`src/cpr_pkg.sv`:
```
`default_nettype none
// ----------------------------------------------------------------------------
// cpr_pkg
// Shared types and constants of the clock page replacement block.
// ----------------------------------------------------------------------------
package cpr_pkg;

  localparam int PAGE_W      = 6;
  localparam int FRAME_W     = 6;
  localparam int SLOT_W      = 6;
  localparam int NUM_PAGES   = 64;
  localparam int NUM_FRAMES  = 64;
  localparam int SLOT_LIMIT  = 64;
  localparam int NEXT_SLOT_W = 7;
  localparam int ALLOC_W     = 7;
  localparam int LIMIT_W     = 5;
  localparam int CFG_IDX_W   = 1;
  localparam int CFG_DATA_W  = 5;

  localparam logic [1:0] OP_READ  = 2'd0;
  localparam logic [1:0] OP_WRITE = 2'd1;
  localparam logic [1:0] OP_LOAD  = 2'd2;

  localparam logic [CFG_IDX_W-1:0] CFG_POLICY = 1'b0;
  localparam logic [CFG_IDX_W-1:0] CFG_LIMIT  = 1'b1;

  localparam logic POLICY_CLOCK  = 1'b0;
  localparam logic POLICY_CLOCKM = 1'b1;

  typedef struct packed {
    logic [1:0]        operation;
    logic [PAGE_W-1:0] page;
    logic [FRAME_W-1:0] frame;
  } cpr_in_t;

  typedef struct packed {
    logic               hit;
    logic [FRAME_W-1:0] assigned_frame;
    logic               swap_out;
    logic [PAGE_W-1:0]  victim_page;
    logic [SLOT_W-1:0]  swap_out_slot;
    logic               swap_in;
    logic [SLOT_W-1:0]  swap_in_slot;
    logic               no_free_frame;
  } cpr_out_t;

  typedef enum logic [3:0] {
    S_IDLE,
    S_ACCESS,
    S_LOAD_READ,
    S_LOAD_CHECK,
    S_SWEEP,
    S_VICTIM,
    S_VICTIM_SLOT,
    S_FILL_READ,
    S_FILL,
    S_RESULT
  } cpr_state_t;

  typedef struct packed {
    logic start;
    logic access_step;
    logic load_check;
    logic sweep_step;
    logic victim;
    logic victim_slot;
    logic fill_read;
    logic fill;
    logic result_load;
  } cpr_cmd_t;

  typedef struct packed {
    logic [1:0] op;
    logic       access_done;
    logic       present;
    logic       below_limit;
    logic       place_ok;
    logic       sweep_found;
  } cpr_status_t;

endpackage
`default_nettype wire

```
`src/cpr_ram.sv`:
```
`default_nettype none
// ----------------------------------------------------------------------------
// cpr_ram
// Generic single-write, single-read RAM with registered read data.
// ----------------------------------------------------------------------------
module cpr_ram #(
  parameter int WIDTH = 8,
  parameter int DEPTH = 64
) (
  input  wire logic                                   clk,
  input  wire logic                                   we,
  input  wire logic [(DEPTH > 1 ? $clog2(DEPTH) : 1)-1:0] waddr,
  input  wire logic [WIDTH-1:0]                       wdata,
  input  wire logic [(DEPTH > 1 ? $clog2(DEPTH) : 1)-1:0] raddr,
  output logic      [WIDTH-1:0]                       rdata
);

  logic [WIDTH-1:0] mem [DEPTH];

  always_ff @(posedge clk) begin
    if (we) begin
      mem[waddr] <= wdata;
    end
    rdata <= mem[raddr];
  end

endmodule
`default_nettype wire

```
`src/cpr_ctrl.sv`:
```
`default_nettype none
// ----------------------------------------------------------------------------
// cpr_ctrl
// Sequencer: steps one transaction through lookup, sweep, eviction and fill.
// ----------------------------------------------------------------------------
module cpr_ctrl (
  input  wire logic                clk,
  input  wire logic                rst,
  input  wire logic                in_valid,
  output logic                     in_ready,
  output logic                     out_valid,
  input  wire logic                out_ready,
  input  wire cpr_pkg::cpr_status_t status,
  output cpr_pkg::cpr_cmd_t        cmd
);
  import cpr_pkg::*;

  cpr_state_t state, state_next;
  logic       out_valid_next;

  always_ff @(posedge clk) begin
    if (rst) begin
      state     <= S_IDLE;
      out_valid <= 1'b0;
    end else begin
      state     <= state_next;
      out_valid <= out_valid_next;
    end
  end

  always_comb begin
    state_next     = state;
    cmd            = '0;
    in_ready       = 1'b0;
    out_valid_next = out_valid && !out_ready;
    case (state)
      S_IDLE: begin
        in_ready = 1'b1;
        if (in_valid) begin
          cmd.start = 1'b1;
          if (status.op == OP_READ || status.op == OP_WRITE) begin
            state_next = S_ACCESS;
          end else if (status.op == OP_LOAD) begin
            state_next = S_LOAD_READ;
          end else begin
            state_next = S_RESULT;
          end
        end
      end
      S_ACCESS: begin
        cmd.access_step = 1'b1;
        if (status.access_done) begin
          state_next = S_RESULT;
        end
      end
      S_LOAD_READ: begin
        state_next = S_LOAD_CHECK;
      end
      S_LOAD_CHECK: begin
        cmd.load_check = 1'b1;
        if (status.present) begin
          state_next = S_RESULT;
        end else if (status.below_limit) begin
          state_next = status.place_ok ? S_FILL_READ : S_RESULT;
        end else begin
          state_next = S_SWEEP;
        end
      end
      S_SWEEP: begin
        cmd.sweep_step = 1'b1;
        if (status.sweep_found) begin
          state_next = S_VICTIM;
        end
      end
      S_VICTIM: begin
        cmd.victim = 1'b1;
        state_next = S_VICTIM_SLOT;
      end
      S_VICTIM_SLOT: begin
        cmd.victim_slot = 1'b1;
        state_next = S_FILL_READ;
      end
      S_FILL_READ: begin
        cmd.fill_read = 1'b1;
        state_next = S_FILL;
      end
      S_FILL: begin
        cmd.fill = 1'b1;
        state_next = S_RESULT;
      end
      S_RESULT: begin
        if (!out_valid || out_ready) begin
          cmd.result_load = 1'b1;
          out_valid_next  = 1'b1;
          state_next      = S_IDLE;
        end
      end
      default: begin
        state_next = S_IDLE;
      end
    endcase
  end

endmodule
`default_nettype wire

```
`src/cpr_dpath.sv`:
```
`default_nettype none
// ----------------------------------------------------------------------------
// cpr_dpath
// Page tables, resident ring, clock hand, swap slot allocation and results.
// ----------------------------------------------------------------------------
module cpr_dpath #(
  parameter int MAX_RESIDENT = 16
) (
  input  wire logic                           clk,
  input  wire logic                           rst,
  input  wire cpr_pkg::cpr_in_t               in_item,
  input  wire logic                           cfg_we,
  input  wire logic [cpr_pkg::CFG_IDX_W-1:0]  cfg_index,
  input  wire logic [cpr_pkg::CFG_DATA_W-1:0] cfg_data,
  input  wire cpr_pkg::cpr_cmd_t              cmd,
  output cpr_pkg::cpr_status_t                status,
  output cpr_pkg::cpr_out_t                   out_item
);
  import cpr_pkg::*;

  localparam int CW = $clog2(MAX_RESIDENT + 1);
  localparam int HW = (MAX_RESIDENT > 1) ? $clog2(MAX_RESIDENT) : 1;
  localparam int AW = CW + 1;
  localparam int LW = (CW > LIMIT_W) ? CW : LIMIT_W;
  localparam int SW = CW + 2;

  logic                 policy;
  logic [LIMIT_W-1:0]   resident_limit;

  logic [1:0]           op_q;
  logic [PAGE_W-1:0]    page_q;
  logic [FRAME_W-1:0]   frame_q;

  logic [NUM_PAGES-1:0] present, use_bit, dirty, has_slot;
  logic [PAGE_W-1:0]    ring_page  [MAX_RESIDENT];
  logic [FRAME_W-1:0]   ring_frame [MAX_RESIDENT];
  logic [CW-1:0]        ring_count;
  logic [HW-1:0]        hand;
  logic [ALLOC_W-1:0]   alloc_count;
  logic [NEXT_SLOT_W-1:0] next_slot;

  logic [CW-1:0]        idx;
  logic [SW-1:0]        steps;
  logic [1:0]           round;
  logic                 phase;
  logic                 vic_read;

  cpr_out_t             res;

  logic [HW-1:0]        rd_idx;
  logic [PAGE_W-1:0]    rd_page;
  logic [FRAME_W-1:0]   rd_frame;
  logic                 rd_use, rd_dirty;
  logic [HW-1:0]        hand_adv;
  logic [AW-1:0]        hand_inc;
  logic [LW-1:0]        limit_eff;
  logic [SW-1:0]        plain_max;
  logic                 steps_end;
  logic                 acc_match;
  logic [SLOT_W-1:0]    new_slot;

  logic                 frame_we;
  logic [FRAME_W-1:0]   frame_wdata;
  logic [FRAME_W-1:0]   frame_rdata;
  logic                 slot_we;
  logic [PAGE_W-1:0]    slot_raddr;
  logic [SLOT_W-1:0]    slot_rdata;
  logic                 place;

  cpr_ram #(.WIDTH(FRAME_W), .DEPTH(NUM_PAGES)) u_frame_ram (
    .clk   (clk),
    .we    (frame_we),
    .waddr (page_q),
    .wdata (frame_wdata),
    .raddr (page_q),
    .rdata (frame_rdata)
  );

  cpr_ram #(.WIDTH(SLOT_W), .DEPTH(NUM_PAGES)) u_slot_ram (
    .clk   (clk),
    .we    (slot_we),
    .waddr (rd_page),
    .wdata (new_slot),
    .raddr (slot_raddr),
    .rdata (slot_rdata)
  );

  always_comb begin
    rd_idx    = cmd.access_step ? idx[HW-1:0] : hand;
    rd_page   = ring_page[rd_idx];
    rd_frame  = ring_frame[rd_idx];
    rd_use    = use_bit[rd_page];
    rd_dirty  = dirty[rd_page];
    hand_inc  = AW'(hand) + AW'(1);
    hand_adv  = (hand_inc >= AW'(ring_count)) ? '0 : hand_inc[HW-1:0];
    if (resident_limit == '0) begin
      limit_eff = LW'(1);
    end else if (LW'(resident_limit) > LW'(MAX_RESIDENT)) begin
      limit_eff = LW'(MAX_RESIDENT);
    end else begin
      limit_eff = LW'(resident_limit);
    end
    plain_max = SW'({ring_count, 1'b0}) + SW'(1);
    steps_end = (steps == SW'(ring_count));
    acc_match = (idx < ring_count) && (rd_frame == frame_q);
    new_slot  = (next_slot < NEXT_SLOT_W'(SLOT_LIMIT)) ? next_slot[SLOT_W-1:0]
                                                      : SLOT_W'(SLOT_LIMIT - 1);

    status.op          = in_item.operation;
    status.access_done = acc_match || (idx >= ring_count);
    status.present     = present[page_q];
    status.below_limit = LW'(ring_count) < limit_eff;
    status.place_ok    = alloc_count < ALLOC_W'(NUM_FRAMES);
    if (policy == POLICY_CLOCK) begin
      status.sweep_found = (steps == plain_max) || !rd_use;
    end else begin
      status.sweep_found = (round == 2'd3) ||
                           (!steps_end && !rd_use && (rd_dirty == phase));
    end

    place = cmd.load_check && !present[page_q] && status.below_limit &&
            status.place_ok;
    frame_we    = place || cmd.victim;
    frame_wdata = cmd.victim ? rd_frame : alloc_count[FRAME_W-1:0];
    slot_we     = cmd.victim && rd_dirty && !has_slot[rd_page];
    slot_raddr  = cmd.victim ? rd_page : page_q;
  end

  always_ff @(posedge clk) begin
    if (rst) begin
      policy         <= POLICY_CLOCK;
      resident_limit <= LIMIT_W'(4);
      present        <= '0;
      use_bit        <= '0;
      dirty          <= '0;
      has_slot       <= '0;
      ring_count     <= '0;
      hand           <= '0;
      alloc_count    <= '0;
      next_slot      <= '0;
    end else begin
      if (cfg_we) begin
        case (cfg_index)
          CFG_POLICY: policy <= cfg_data[0];
          CFG_LIMIT:  resident_limit <= cfg_data[LIMIT_W-1:0];
          default: ;
        endcase
      end

      if (cmd.access_step && acc_match) begin
        use_bit[rd_page] <= 1'b1;
        if (op_q == OP_WRITE) begin
          dirty[rd_page] <= 1'b1;
        end
      end

      if (place) begin
        ring_count  <= ring_count + CW'(1);
        alloc_count <= alloc_count + ALLOC_W'(1);
      end

      if (cmd.load_check && !present[page_q] && !status.below_limit) begin
        if (AW'(hand) >= AW'(ring_count)) begin
          hand <= '0;
        end
      end

      if (cmd.sweep_step && !status.sweep_found) begin
        if (policy == POLICY_CLOCK) begin
          use_bit[rd_page] <= 1'b0;
          hand <= hand_adv;
        end else if (!steps_end) begin
          if (phase) begin
            use_bit[rd_page] <= 1'b0;
          end
          hand <= hand_adv;
        end
      end

      if (cmd.victim) begin
        if (slot_we) begin
          has_slot[rd_page] <= 1'b1;
          if (next_slot < NEXT_SLOT_W'(SLOT_LIMIT)) begin
            next_slot <= next_slot + NEXT_SLOT_W'(1);
          end
        end
        present[rd_page] <= 1'b0;
        use_bit[rd_page] <= 1'b0;
        hand <= hand_adv;
      end

      if (cmd.fill_read) begin
        present[page_q] <= 1'b1;
        use_bit[page_q] <= 1'b1;
      end

      if (cmd.fill && dirty[page_q]) begin
        dirty[page_q] <= 1'b0;
      end
    end
  end

  always_ff @(posedge clk) begin
    if (cmd.start) begin
      op_q    <= in_item.operation;
      page_q  <= in_item.page;
      frame_q <= in_item.frame;
      res     <= '0;
      idx     <= '0;
    end

    if (cmd.access_step && !status.access_done) begin
      idx <= idx + CW'(1);
    end
    if (cmd.access_step && acc_match) begin
      res.hit <= 1'b1;
    end

    if (cmd.load_check) begin
      steps <= '0;
      round <= '0;
      phase <= 1'b0;
      if (present[page_q]) begin
        res.hit            <= 1'b1;
        res.assigned_frame <= frame_rdata;
      end else if (status.below_limit) begin
        if (status.place_ok) begin
          ring_page[ring_count[HW-1:0]]  <= page_q;
          ring_frame[ring_count[HW-1:0]] <= alloc_count[FRAME_W-1:0];
          res.assigned_frame             <= alloc_count[FRAME_W-1:0];
        end else begin
          res.no_free_frame <= 1'b1;
        end
      end
    end

    if (cmd.sweep_step && !status.sweep_found) begin
      if (policy == POLICY_CLOCK || !steps_end) begin
        steps <= steps + SW'(1);
      end else begin
        steps <= '0;
        phase <= !phase;
        if (phase) begin
          round <= round + 2'd1;
        end
      end
    end

    if (cmd.victim) begin
      res.victim_page    <= rd_page;
      res.assigned_frame <= rd_frame;
      ring_page[hand]    <= page_q;
      ring_frame[hand]   <= rd_frame;
      vic_read           <= rd_dirty && has_slot[rd_page];
      if (rd_dirty) begin
        res.swap_out      <= 1'b1;
        res.swap_out_slot <= new_slot;
      end
    end

    if (cmd.victim_slot && vic_read) begin
      res.swap_out_slot <= slot_rdata;
    end

    if (cmd.fill && dirty[page_q]) begin
      res.swap_in      <= 1'b1;
      res.swap_in_slot <= slot_rdata;
    end

    if (cmd.result_load) begin
      out_item <= res;
    end
  end

endmodule
`default_nettype wire

```
`src/clock_page_replacement.sv`:
```
`default_nettype none
// ----------------------------------------------------------------------------
// clock_page_replacement
// Resident-set manager with clock and enhanced clock page replacement.
// ----------------------------------------------------------------------------
// One transaction is in work at a time; the next is taken while a result
// waits in the output register. The ring is examined one entry per cycle.
// A read or write access walks the ring until an entry's frame matches or
// the ring ends. A load of a present page, or one that finds no free frame,
// goes from the check to the result; a placement below the limit writes the
// frame table and fills a new ring entry. A replacement sweeps the hand under
// plain or enhanced clock, evicts the victim, reads its swap slot and fills.
// ----------------------------------------------------------------------------
module clock_page_replacement #(
  parameter int MAX_RESIDENT = 16
) (
  input  wire logic                           clk,
  input  wire logic                           rst,
  input  wire logic                           in_valid,
  output logic                                in_ready,
  input  wire cpr_pkg::cpr_in_t               in_item,
  output logic                                out_valid,
  input  wire logic                           out_ready,
  output cpr_pkg::cpr_out_t                   out_item,
  input  wire logic                           cfg_we,
  input  wire logic [cpr_pkg::CFG_IDX_W-1:0]  cfg_index,
  input  wire logic [cpr_pkg::CFG_DATA_W-1:0] cfg_data
);
  import cpr_pkg::*;

  cpr_cmd_t    cmd;
  cpr_status_t status;

  cpr_ctrl u_ctrl (
    .clk       (clk),
    .rst       (rst),
    .in_valid  (in_valid),
    .in_ready  (in_ready),
    .out_valid (out_valid),
    .out_ready (out_ready),
    .status    (status),
    .cmd       (cmd)
  );

  cpr_dpath #(.MAX_RESIDENT(MAX_RESIDENT)) u_dpath (
    .clk       (clk),
    .rst       (rst),
    .in_item   (in_item),
    .cfg_we    (cfg_we),
    .cfg_index (cfg_index),
    .cfg_data  (cfg_data),
    .cmd       (cmd),
    .status    (status),
    .out_item  (out_item)
  );

endmodule
`default_nettype wire

```
`config.mk`:
```
export PLATFORM = sky130hd
export DESIGN_NAME = clock_page_replacement
export DESIGN_NICKNAME = d
export VERILOG_FILES = /design/src/cpr_pkg.sv /design/src/cpr_ram.sv /design/src/cpr_ctrl.sv /design/src/cpr_dpath.sv /design/src/clock_page_replacement.sv
export SDC_FILE = /design/constraint.sdc
export NUM_CORES = 2
export LEC_CHECK = 0
export BUFFER_PORTS_ARGS = -buffer_cell sky130_fd_sc_hd__buf_2
export CORE_MARGIN = 2
export CORE_UTILIZATION = 40
export DETAILED_ROUTE_END_ITERATION = 16
export GPL_TIMING_DRIVEN = 0
export SETUP_SLACK_MARGIN = 0.4
export SYNTH_ARGS = -nofsm -noshare
export SYNTH_HDL_FRONTEND = slang
export SYNTH_SLANG_ARGS = --single-unit
```
`constraint.sdc`:
```
create_clock -name clk -period 8.2 [get_ports clk]
set_clock_uncertainty 0.1 [all_clocks]
set_input_delay 2.46 -clock clk [delete_from_list [all_inputs] [get_ports clk]]
set_output_delay 2.46 -clock clk [all_outputs]
set_load 0.05 [all_outputs]
```
# Word-level counts from Yosys, hierarchy flattened
# Memories as Yosys holds them, arrays and structs flattened. A register that Yosys moved wholly into a read port is not among the register bits.
# Index checks and enable logic that the tools add are counted.
[totals]
ramBits = 960
regBits = 376
word_cells = 257
in_bits = 25
memories = 4
[mem_list]
columns = ["memory", "depth", "width", "rd", "rd_ports_with_merged_regs", "write_ports", "line_no", "text"]
rows = [
  ["u_dpath.u_frame_ram.mem", 64, 6, 1, 1, 1, "cpr_ram.sv:18", "logic [WIDTH-1:0] mem [DEPTH];"],
  ["u_dpath.u_slot_ram.mem", 64, 6, 1, 1, 1, "cpr_ram.sv:18", ""],
  ["u_dpath.ring_frame", 16, 6, 1, 0, 1, "cpr_dpath.sv:36", "logic [FRAME_W-1:0] ring_frame [MAX_RESIDENT];"],
  ["u_dpath.ring_page", 16, 6, 1, 0, 1, "cpr_dpath.sv:35", "logic [PAGE_W-1:0] ring_page [MAX_RESIDENT];"],
]
[classes]
bitwise_logic = 13
reduce_logical = 49
eq_ne = 21
magnitude_cmp = 12
add_sub_neg = 8
mux = 114
[op_table]
columns = ["op", "n"]
rows = [
  ["64-bit 2-to-1 mux", 17],
  ["64-bit bitwise OR", 5],
  ["64-bit AND", 4],
  ["64-bit NOT", 2],
  ["4-bit 2-to-1 mux", 19],
  ["6-bit 2-to-1 mux", 11],
  ["1-bit 2-to-1 mux", 45],
  ["4-bit one-hot mux with 10 select lines", 1],
  ["1-bit binary-select mux with 6-bit select", 5],
  ["28-bit 2-to-1 mux", 1],
  ["7-bit 2-to-1 mux", 4],
  ["7-bit by 1-bit adder with 7-bit output, second input constant", 3],
  ["5-bit 2-to-1 mux", 4],
  ["19-bit 2-to-1 mux", 1],
  ["1-bit logical AND", 18],
  ["4-bit by 3-bit == test with 1-bit output, second input constant", 4],
  ["6-bit by 7-bit less-than comparator with 1-bit output, second input constant", 2],
  ["7-bit less-than comparator, second input constant", 2],
  ["1-bit demux with 6-bit select", 2],
  ["6-bit by 1-bit >= comparator with 1-bit output, second input constant", 2],
  ["6-bit OR reduction", 2],
  ["5-bit by 1-bit adder with 5-bit output, second input constant", 2],
  ["1-bit zero test", 10],
  ["5-bit less-than comparator", 2],
  ["28 further kinds", 49],
]

# Logic depth before layout (Yosys ltp)
# An unclocked memory read counts as a cell.
[logic_depth]
ltp_word = 22
ltp_mapped = 21
mapped_depth_nobuf = 13

# Hierarchy
# A second synthesis with hierarchy kept.
[unflattened]
cells_unflattened = 4291
hier_area_um2 = 58738.8
[modules_own_cells]
columns = ["module", "instances", "area_per_inst_um2", "cells_per_inst"]
rows = [
  ["cpr_ram", 2, 15225.9, 720],
  ["cpr_dpath", 1, 27830.4, 2793],
  ["cpr_ctrl", 1, 456.7, 58],
]

# Worst setup path after synthesis
# Ideal clock, no wire load.
[synth_timing]
path_kind = "register to register"
start = "register u_ctrl.state[2]"
end = "memory u_dpath.ring_frame[0][2] (data pin)"
required_time_ns = 7.274
period_less_slack_ns = 6.848
slack_ns = 1.352
stages_incl_launch_ff = 14
setup_time_ns = 0.826
arrival_ns = 5.922
path_cell_list = "dfxtp_1 > buf_6 > or4b_4 > buf_6 > mux2_4 > buf_4 > buf_2 > buf_2 > buf_4 > mux2i_1 > mux4_2 > nand2_1 > o31ai_1 > o21ai_0"
[synth_between]
elab_chain_len = 6
word_cells_on_any_way = 10
classes_between = "eq/ne (2); mux (6); reduce/logical (1); memory (1)"
[synth_lines]
columns = ["element", "line_no", "text"]
rows = [
  ["start: declaration", "cpr_ctrl.sv:18", "cpr_state_t state, state_next;"],
  ["start signal: assignment", "cpr_ctrl.sv:26", "state <= state_next;"],
  ["parallel branches: the longest is 5 deep, another holds memory 16 x 6 bit", "--", ""],
  ["6-bit 2-to-1 mux (no source line) (*)", "--", ""],
  ["end: declaration", "cpr_dpath.sv:36", ""],
]
# Every way passes the cells marked *.

# Final worst setup path
[layout_timing]
start = "register u_ctrl.state[3]"
end = "memory u_dpath.u_slot_ram.mem[41][3] in the netlist's numbering (enable)"
[layout_between]
elab_chain_len = 10
word_cells_on_any_way = 15
classes_between = "eq/ne (2); mux (9); reduce/logical (3); memory (1)"
[layout_lines]
columns = ["element", "line_no", "text"]
rows = [
  ["4-bit by 1-bit == test with 1-bit output", "cpr_ctrl.sv:36", "case (state)"],
  ["1-bit 2-to-1 mux", "cpr_ctrl.sv:36", ""],
  ["4-bit 2-to-1 mux", "cpr_dpath.sv:89", "rd_idx = cmd.access_step ? idx[HW-1:0] : hand;"],
  ["memory 16 x 6 bit", "--", ""],
  ["1-bit binary-select mux with 6-bit select (on tied branches)", "cpr_dpath.sv:93, cpr_dpath.sv:125", ""],
  ["1-bit 2-to-1 mux (on tied branches)", "cpr_dpath.sv:93, cpr_dpath.sv:125", ""],
  ["1-bit logical AND or 1-bit zero test (tied branches)", "cpr_dpath.sv:125", "slot_we = cmd.victim && rd_dirty && !has_slot[rd_page];"],
  ["1-bit logical AND", "cpr_dpath.sv:125", ""],
  ["1-bit 2-to-1 mux", "cpr_ram.sv:21", "if (we) begin"],
  ["1-bit 2-to-1 mux (implied by the code)", "cpr_ram.sv:22", "mem[waddr] <= wdata;"],
  ["end: declaration", "cpr_ram.sv:18", ""],
]
# Parallel ways exist; a longest one is shown, timed or not. The select of a mux whose other input is x is not followed.

==> summary.md <==
| Metric | Value |
|---|---|
| Clock Pin Slew Worst Setup and Hold Paths | roughly 0.06 ns |
| Highest cell delay on the worst timing path | 1.13 ns |
| Sequential-to-total area share from yosys stat | 0.650 |
| Clock Sinks | 1,348 |
| Final Core Density | 0.461 |
| Number of global-route vias before repair | between 30,000 and 40,000 |
| Mux share of post-synthesis cell area | 0.0950 |
| DPL Wire Length | 144,000 um |
| Leakage | 21.8 nW |
| CTS tree | built |
| RSZ-0062 raised after global routing | no |
| Worst Path Max Fanout | 10 |
| Syn_area_per_cell | 13.2 um2 |
| DR WL/cell | 31.0 um |
| Largest family of logic cells by synthesized area | compound AO/OA/AOI/OAI gates |
| Critical R2R Launch | u_ctrl.state[3]$_SDFFE_PP0P_ |
| VDD IR-drop max | 0.227 mV |
| WL final | 204,000 um |
| Most used DFF post-synth | edfxtp_1 |
| Worst setup EP type | flip-flop |
| Clock Tree Buf Depth | 3 |
| Largest net degree at the start of global routing | 81 |
| Distinct cells, synth | 89 |
| Clock latency on the worst-skew pair | about 0.8 ns |
| WP data arrival | roughly 8.2 ns |
| Initial antenna violation count | 6 |
| Synth Cell Area | 57,300 um2 |
| NetSw | 8.43 mW |
| Fraction of layout cells with a size suffix above 1 | 0.130 |
| Syn. warnings | 0 |
| Reg-to-Reg End | u_dpath.u_slot_ram.mem[41][3]$_DFFE_PP_ |
| PD cells | 326 nW/um2 |
| # DRC | 0 |
| EDFF count, synth | 1,027 |
| Critical Path RT | 8.49 ns |
| Synthesized net count | 4,396 |
| Starting density of the core | 0.404 |
| Post-Synth Simple-Gate Area | 0.0794 |
| Final GP Congestion | 1.03 |
| Worst R2R Path Depth | 14 |
| WS Path Type | reg -> reg |
| Compound-Gate Fraction of Synth Area | 0.137 |
| Worst hold path class | reg -> reg |
| Initial DRC Count | 5,711 |
| Worst setup SP type | flip-flop |
| Yosys reg bits | 1,348 |
| Layout Cells excl Fill | roughly 6,600 |
| Top cells by area, synth | edfxtp_1, dfxtp_1, mux2i_1, a22oi_1, a21oi_1 |
| Commonest non-fill, non-tap cell in the layout | edfxtp_1 |
| Failing checks | capacitance limit |
| I/O pin cnt | 55 |
| Switching part of the total | 0.396 |
| Chip width | around 380 um |
| DRT antenna net count | 0 |
| Vias | 40,900 |
| H-tree depth | 4 |
| Placed Cells | 6,318 |
| Fin. max-slew vios | 0 |
| Layout area overhead | 14.1% |
| Final worst-path cycle share | 0.970 |
| Slowest cell on crit path | nor3_1 |
| CTS Hold Buffers Added | 0 |
| Clock share of power | 0.299 |
| TritonRoute pass-1 iters | 9 |
| Via density | roughly 6.2 |
| Number of CTS-inserted buffers | 142 |
| CP cell instances | buf_4 > nor4b_4 > buf_4 > o21ai_0 > o22ai_1 > a21oi_1 > nor2_1 > nor2_1 > a32oi_1 > a31oi_1 > nor4_2 > nand3_2 > clkbuf_1 > nor3_1 |
| Worst hold endpoint | u_dpath.out_item[18]$_DFFE_PP_ |
| Final setup fails | 0 |
| Synth Area in Adders | 0.00546 |
| Status | complete, but fails checks |
| Highest Clock Rate | 0.126 GHz |
| CTS root buf | clkbuf_16 |
| Nets | 4,632 |
| Post-Synthesis Cells | between 4,000 and 5,000 |
| Worst Max-Slew Pin Slew | approximately 1.5 ns |
| Max-cap viol count | 1 |
| Hold_sp | u_dpath.res[18]$_DFFE_PP_ |
| Top cell type's share of synthesized area | 0.538 |
| Worst hold stages | 0 |
| GRT Total Usage | 0.273 |
| Minimum clock period | between 7 and 8 ns |
| Port Buf Inserts | 54 |
| DIE AREA | 146,000 um2 |
| Flop pwr share | 0.357 |
| Share of flip-flops with an asynchronous set or reset | 0 |
| XOR/XNOR Fraction of Synth Area | 0.00520 |
| Slew margin rel. | 0.00285 |
| Hold Vio Cnt, Final | 0 |
| CP delay by family, top | simple AND/OR/NAND/NOR gates |
| Chip Height | 382 um |
| Post-synth top area cell | edfxtp_1 |
| Total internal power | around 13 mW |
| Core ar. | 142,000 um2 |
| # rows | ~140 |
| Commonest non-fill, non-tap cells in the layout | edfxtp_1, mux2i_1, dfxtp_1, nand2_1, a21oi_1 |
| Grt ovf | 0 |
| R2R Setup Slk | 0.25 ns |
| Power share of the combinational group | 0.344 |
| Buffers & Inverters on Critical Path | 3 |
| Global-route wire length before repair | 287,000 um |
area by class of cell:
class / count / area (um2)
Fill cell: 12800 / 76600
Sequential cell: 1348 / 37300
Multi-Input combinational cell: 2642 / 18800
Clock buffer: 189 / 3920
Tap cell: 1890 / 2360
Buffer: 333 / 1480
Timing Repair Buffer: 92 / 852
Clock inverter: 68 / 628
Inverter: 23 / 86.3
Antenna cell: 3 / 7.51
worst reg2reg max path, stage by stage, from the launching register on:
cell      delay (ns)
dfxtp_1         0.31
buf_4           0.18
nor4b_4         0.58
buf_4           0.28
o21ai_0         0.10
o22ai_1         0.71
a21oi_1         0.58
nor2_1          0.72
nor2_1          0.50
a32oi_1         0.31
a31oi_1         0.17
nor4_2          1.06
nand3_2         0.43
clkbuf_1        0.39
nor3_1          1.13
power groups by stage:
stage,clock network (mW),logic (mW),registers (mW)
2_1_floorplan,0,3.84,7.76
3_3_place_gp,0,6.81,7.77
3_5_place_dp,0,6.92,7.75
4_1_cts,6.43,6.95,7.61
5_1_grt,6.69,7.42,7.62
6_report,6.36,7.32,7.61
registers in the layout, summed over array words and instances (netlist names), 5 cells and up:
| register | cells |
|---|---|
| u_dpath.alloc_count | 7 |
| u_dpath.dirty | 64 |
| u_dpath.frame_q | 6 |
| u_dpath.has_slot | 64 |
| u_dpath.idx | 5 |
| u_dpath.next_slot | 7 |
| u_dpath.out_item | 28 |
| u_dpath.page_q | 6 |
| u_dpath.present | 64 |
| u_dpath.res | 28 |
| u_dpath.resident_limit | 5 |
| u_dpath.ring_count | 5 |
| u_dpath.ring_frame | 96 |
| u_dpath.ring_page | 96 |
| u_dpath.steps | 7 |
| u_dpath.u_frame_ram.mem | 384 |
| u_dpath.u_frame_ram.rdata | 6 |
| u_dpath.u_slot_ram.mem | 384 |
| u_dpath.u_slot_ram.rdata | 6 |
| u_dpath.use_bit | 64 |
logic make-up (layout without fill, tap and decap cells):
kind of cell,count (synthesis),after routing
AOI/OAI and AO/OA,1111,1111
xor gates and xnor gates,34,34
adders and majority gates,25,25
buffers and inverters,356,705
DFF,1348,1348
muxes,521,521
other,0,3
and+or+nand+nor,951,951
stage by stage:
stage	hold slack, ns	setup WS (ns)	TNS [ns]	cell area [um2]	power, mW
after detailed placement	0.305	-0.0221	-0.452	60600	14.7
after floorplan	0.300	1.35	0	57300	11.6
after global routing	0.324	0.418	0	65400	21.7
after CTS	0.318	0.420	0	65200	21.0
after global placement	0.304	-4.02	-1414.47	59900	14.6
final	0.316	0.247	0	65400	21.3
timing repair:
item | CTS | global route
endpoints found under the setup margin | 312 | 263
pin swaps | 0 | 1
gates resized for setup | 6 | 17
setup buffers | 0 | 3
Yosys cell counts, drive strengths merged (18+ instances only):
master,number
nor3,98
edfxtp,1027
a22o,34
a22oi,216
o21ai,108
a21oi,288
a21o,53
nor4,18
and2,21
a31oi,82
xnor2,19
nand4,54
clkbuf,217
nand2,300
buf,116
dfxtp,321
o21ba,65
a211oi,25
a221oi,68
a32oi,18
mux2,31
mux2i,476
nor2,225
nand3,137
ha,25
a311oi,76
inv,23
worst max path at each step:
stage | endpoint | start | slack (ns) | depth (start not counted)
floorplan | u_dpath.ring_frame[0][2]$_DFFE_PP_ | u_ctrl.state[2]$_SDFFE_PP0P_ | 1.35 | 13
global placement | u_dpath.u_frame_ram.mem[24][1]$_DFFE_PP_ | u_ctrl.state[2]$_SDFFE_PP0P_ | -4.02 | 12
detailed placement | u_dpath.u_frame_ram.mem[35][0]$_DFFE_PP_ | u_dpath.page_q[0]$_DFFE_PP_ | -0.02 | 15
CTS | u_dpath.u_slot_ram.mem[2][3]$_DFFE_PP_ | u_ctrl.state[3]$_SDFFE_PP0P_ | 0.42 | 14
global route | u_dpath.u_slot_ram.mem[41][3]$_DFFE_PP_ | u_ctrl.state[3]$_SDFFE_PP0P_ | 0.42 | 17
finish | u_dpath.u_slot_ram.mem[41][3]$_DFFE_PP_ | u_ctrl.state[3]$_SDFFE_PP0P_ | 0.25 | 14
metal layers:
metal  vias to the layer above  part of all wire  global-route usage
met4                         4             0.062               0.156
met2                      2311              0.45               0.421
li1                      17400                 -                   -
met3                       620             0.090              0.0571
met1                     20500              0.40               0.359
met5                         -           0.00013                   0
Power figures use the tool's default switching activity.
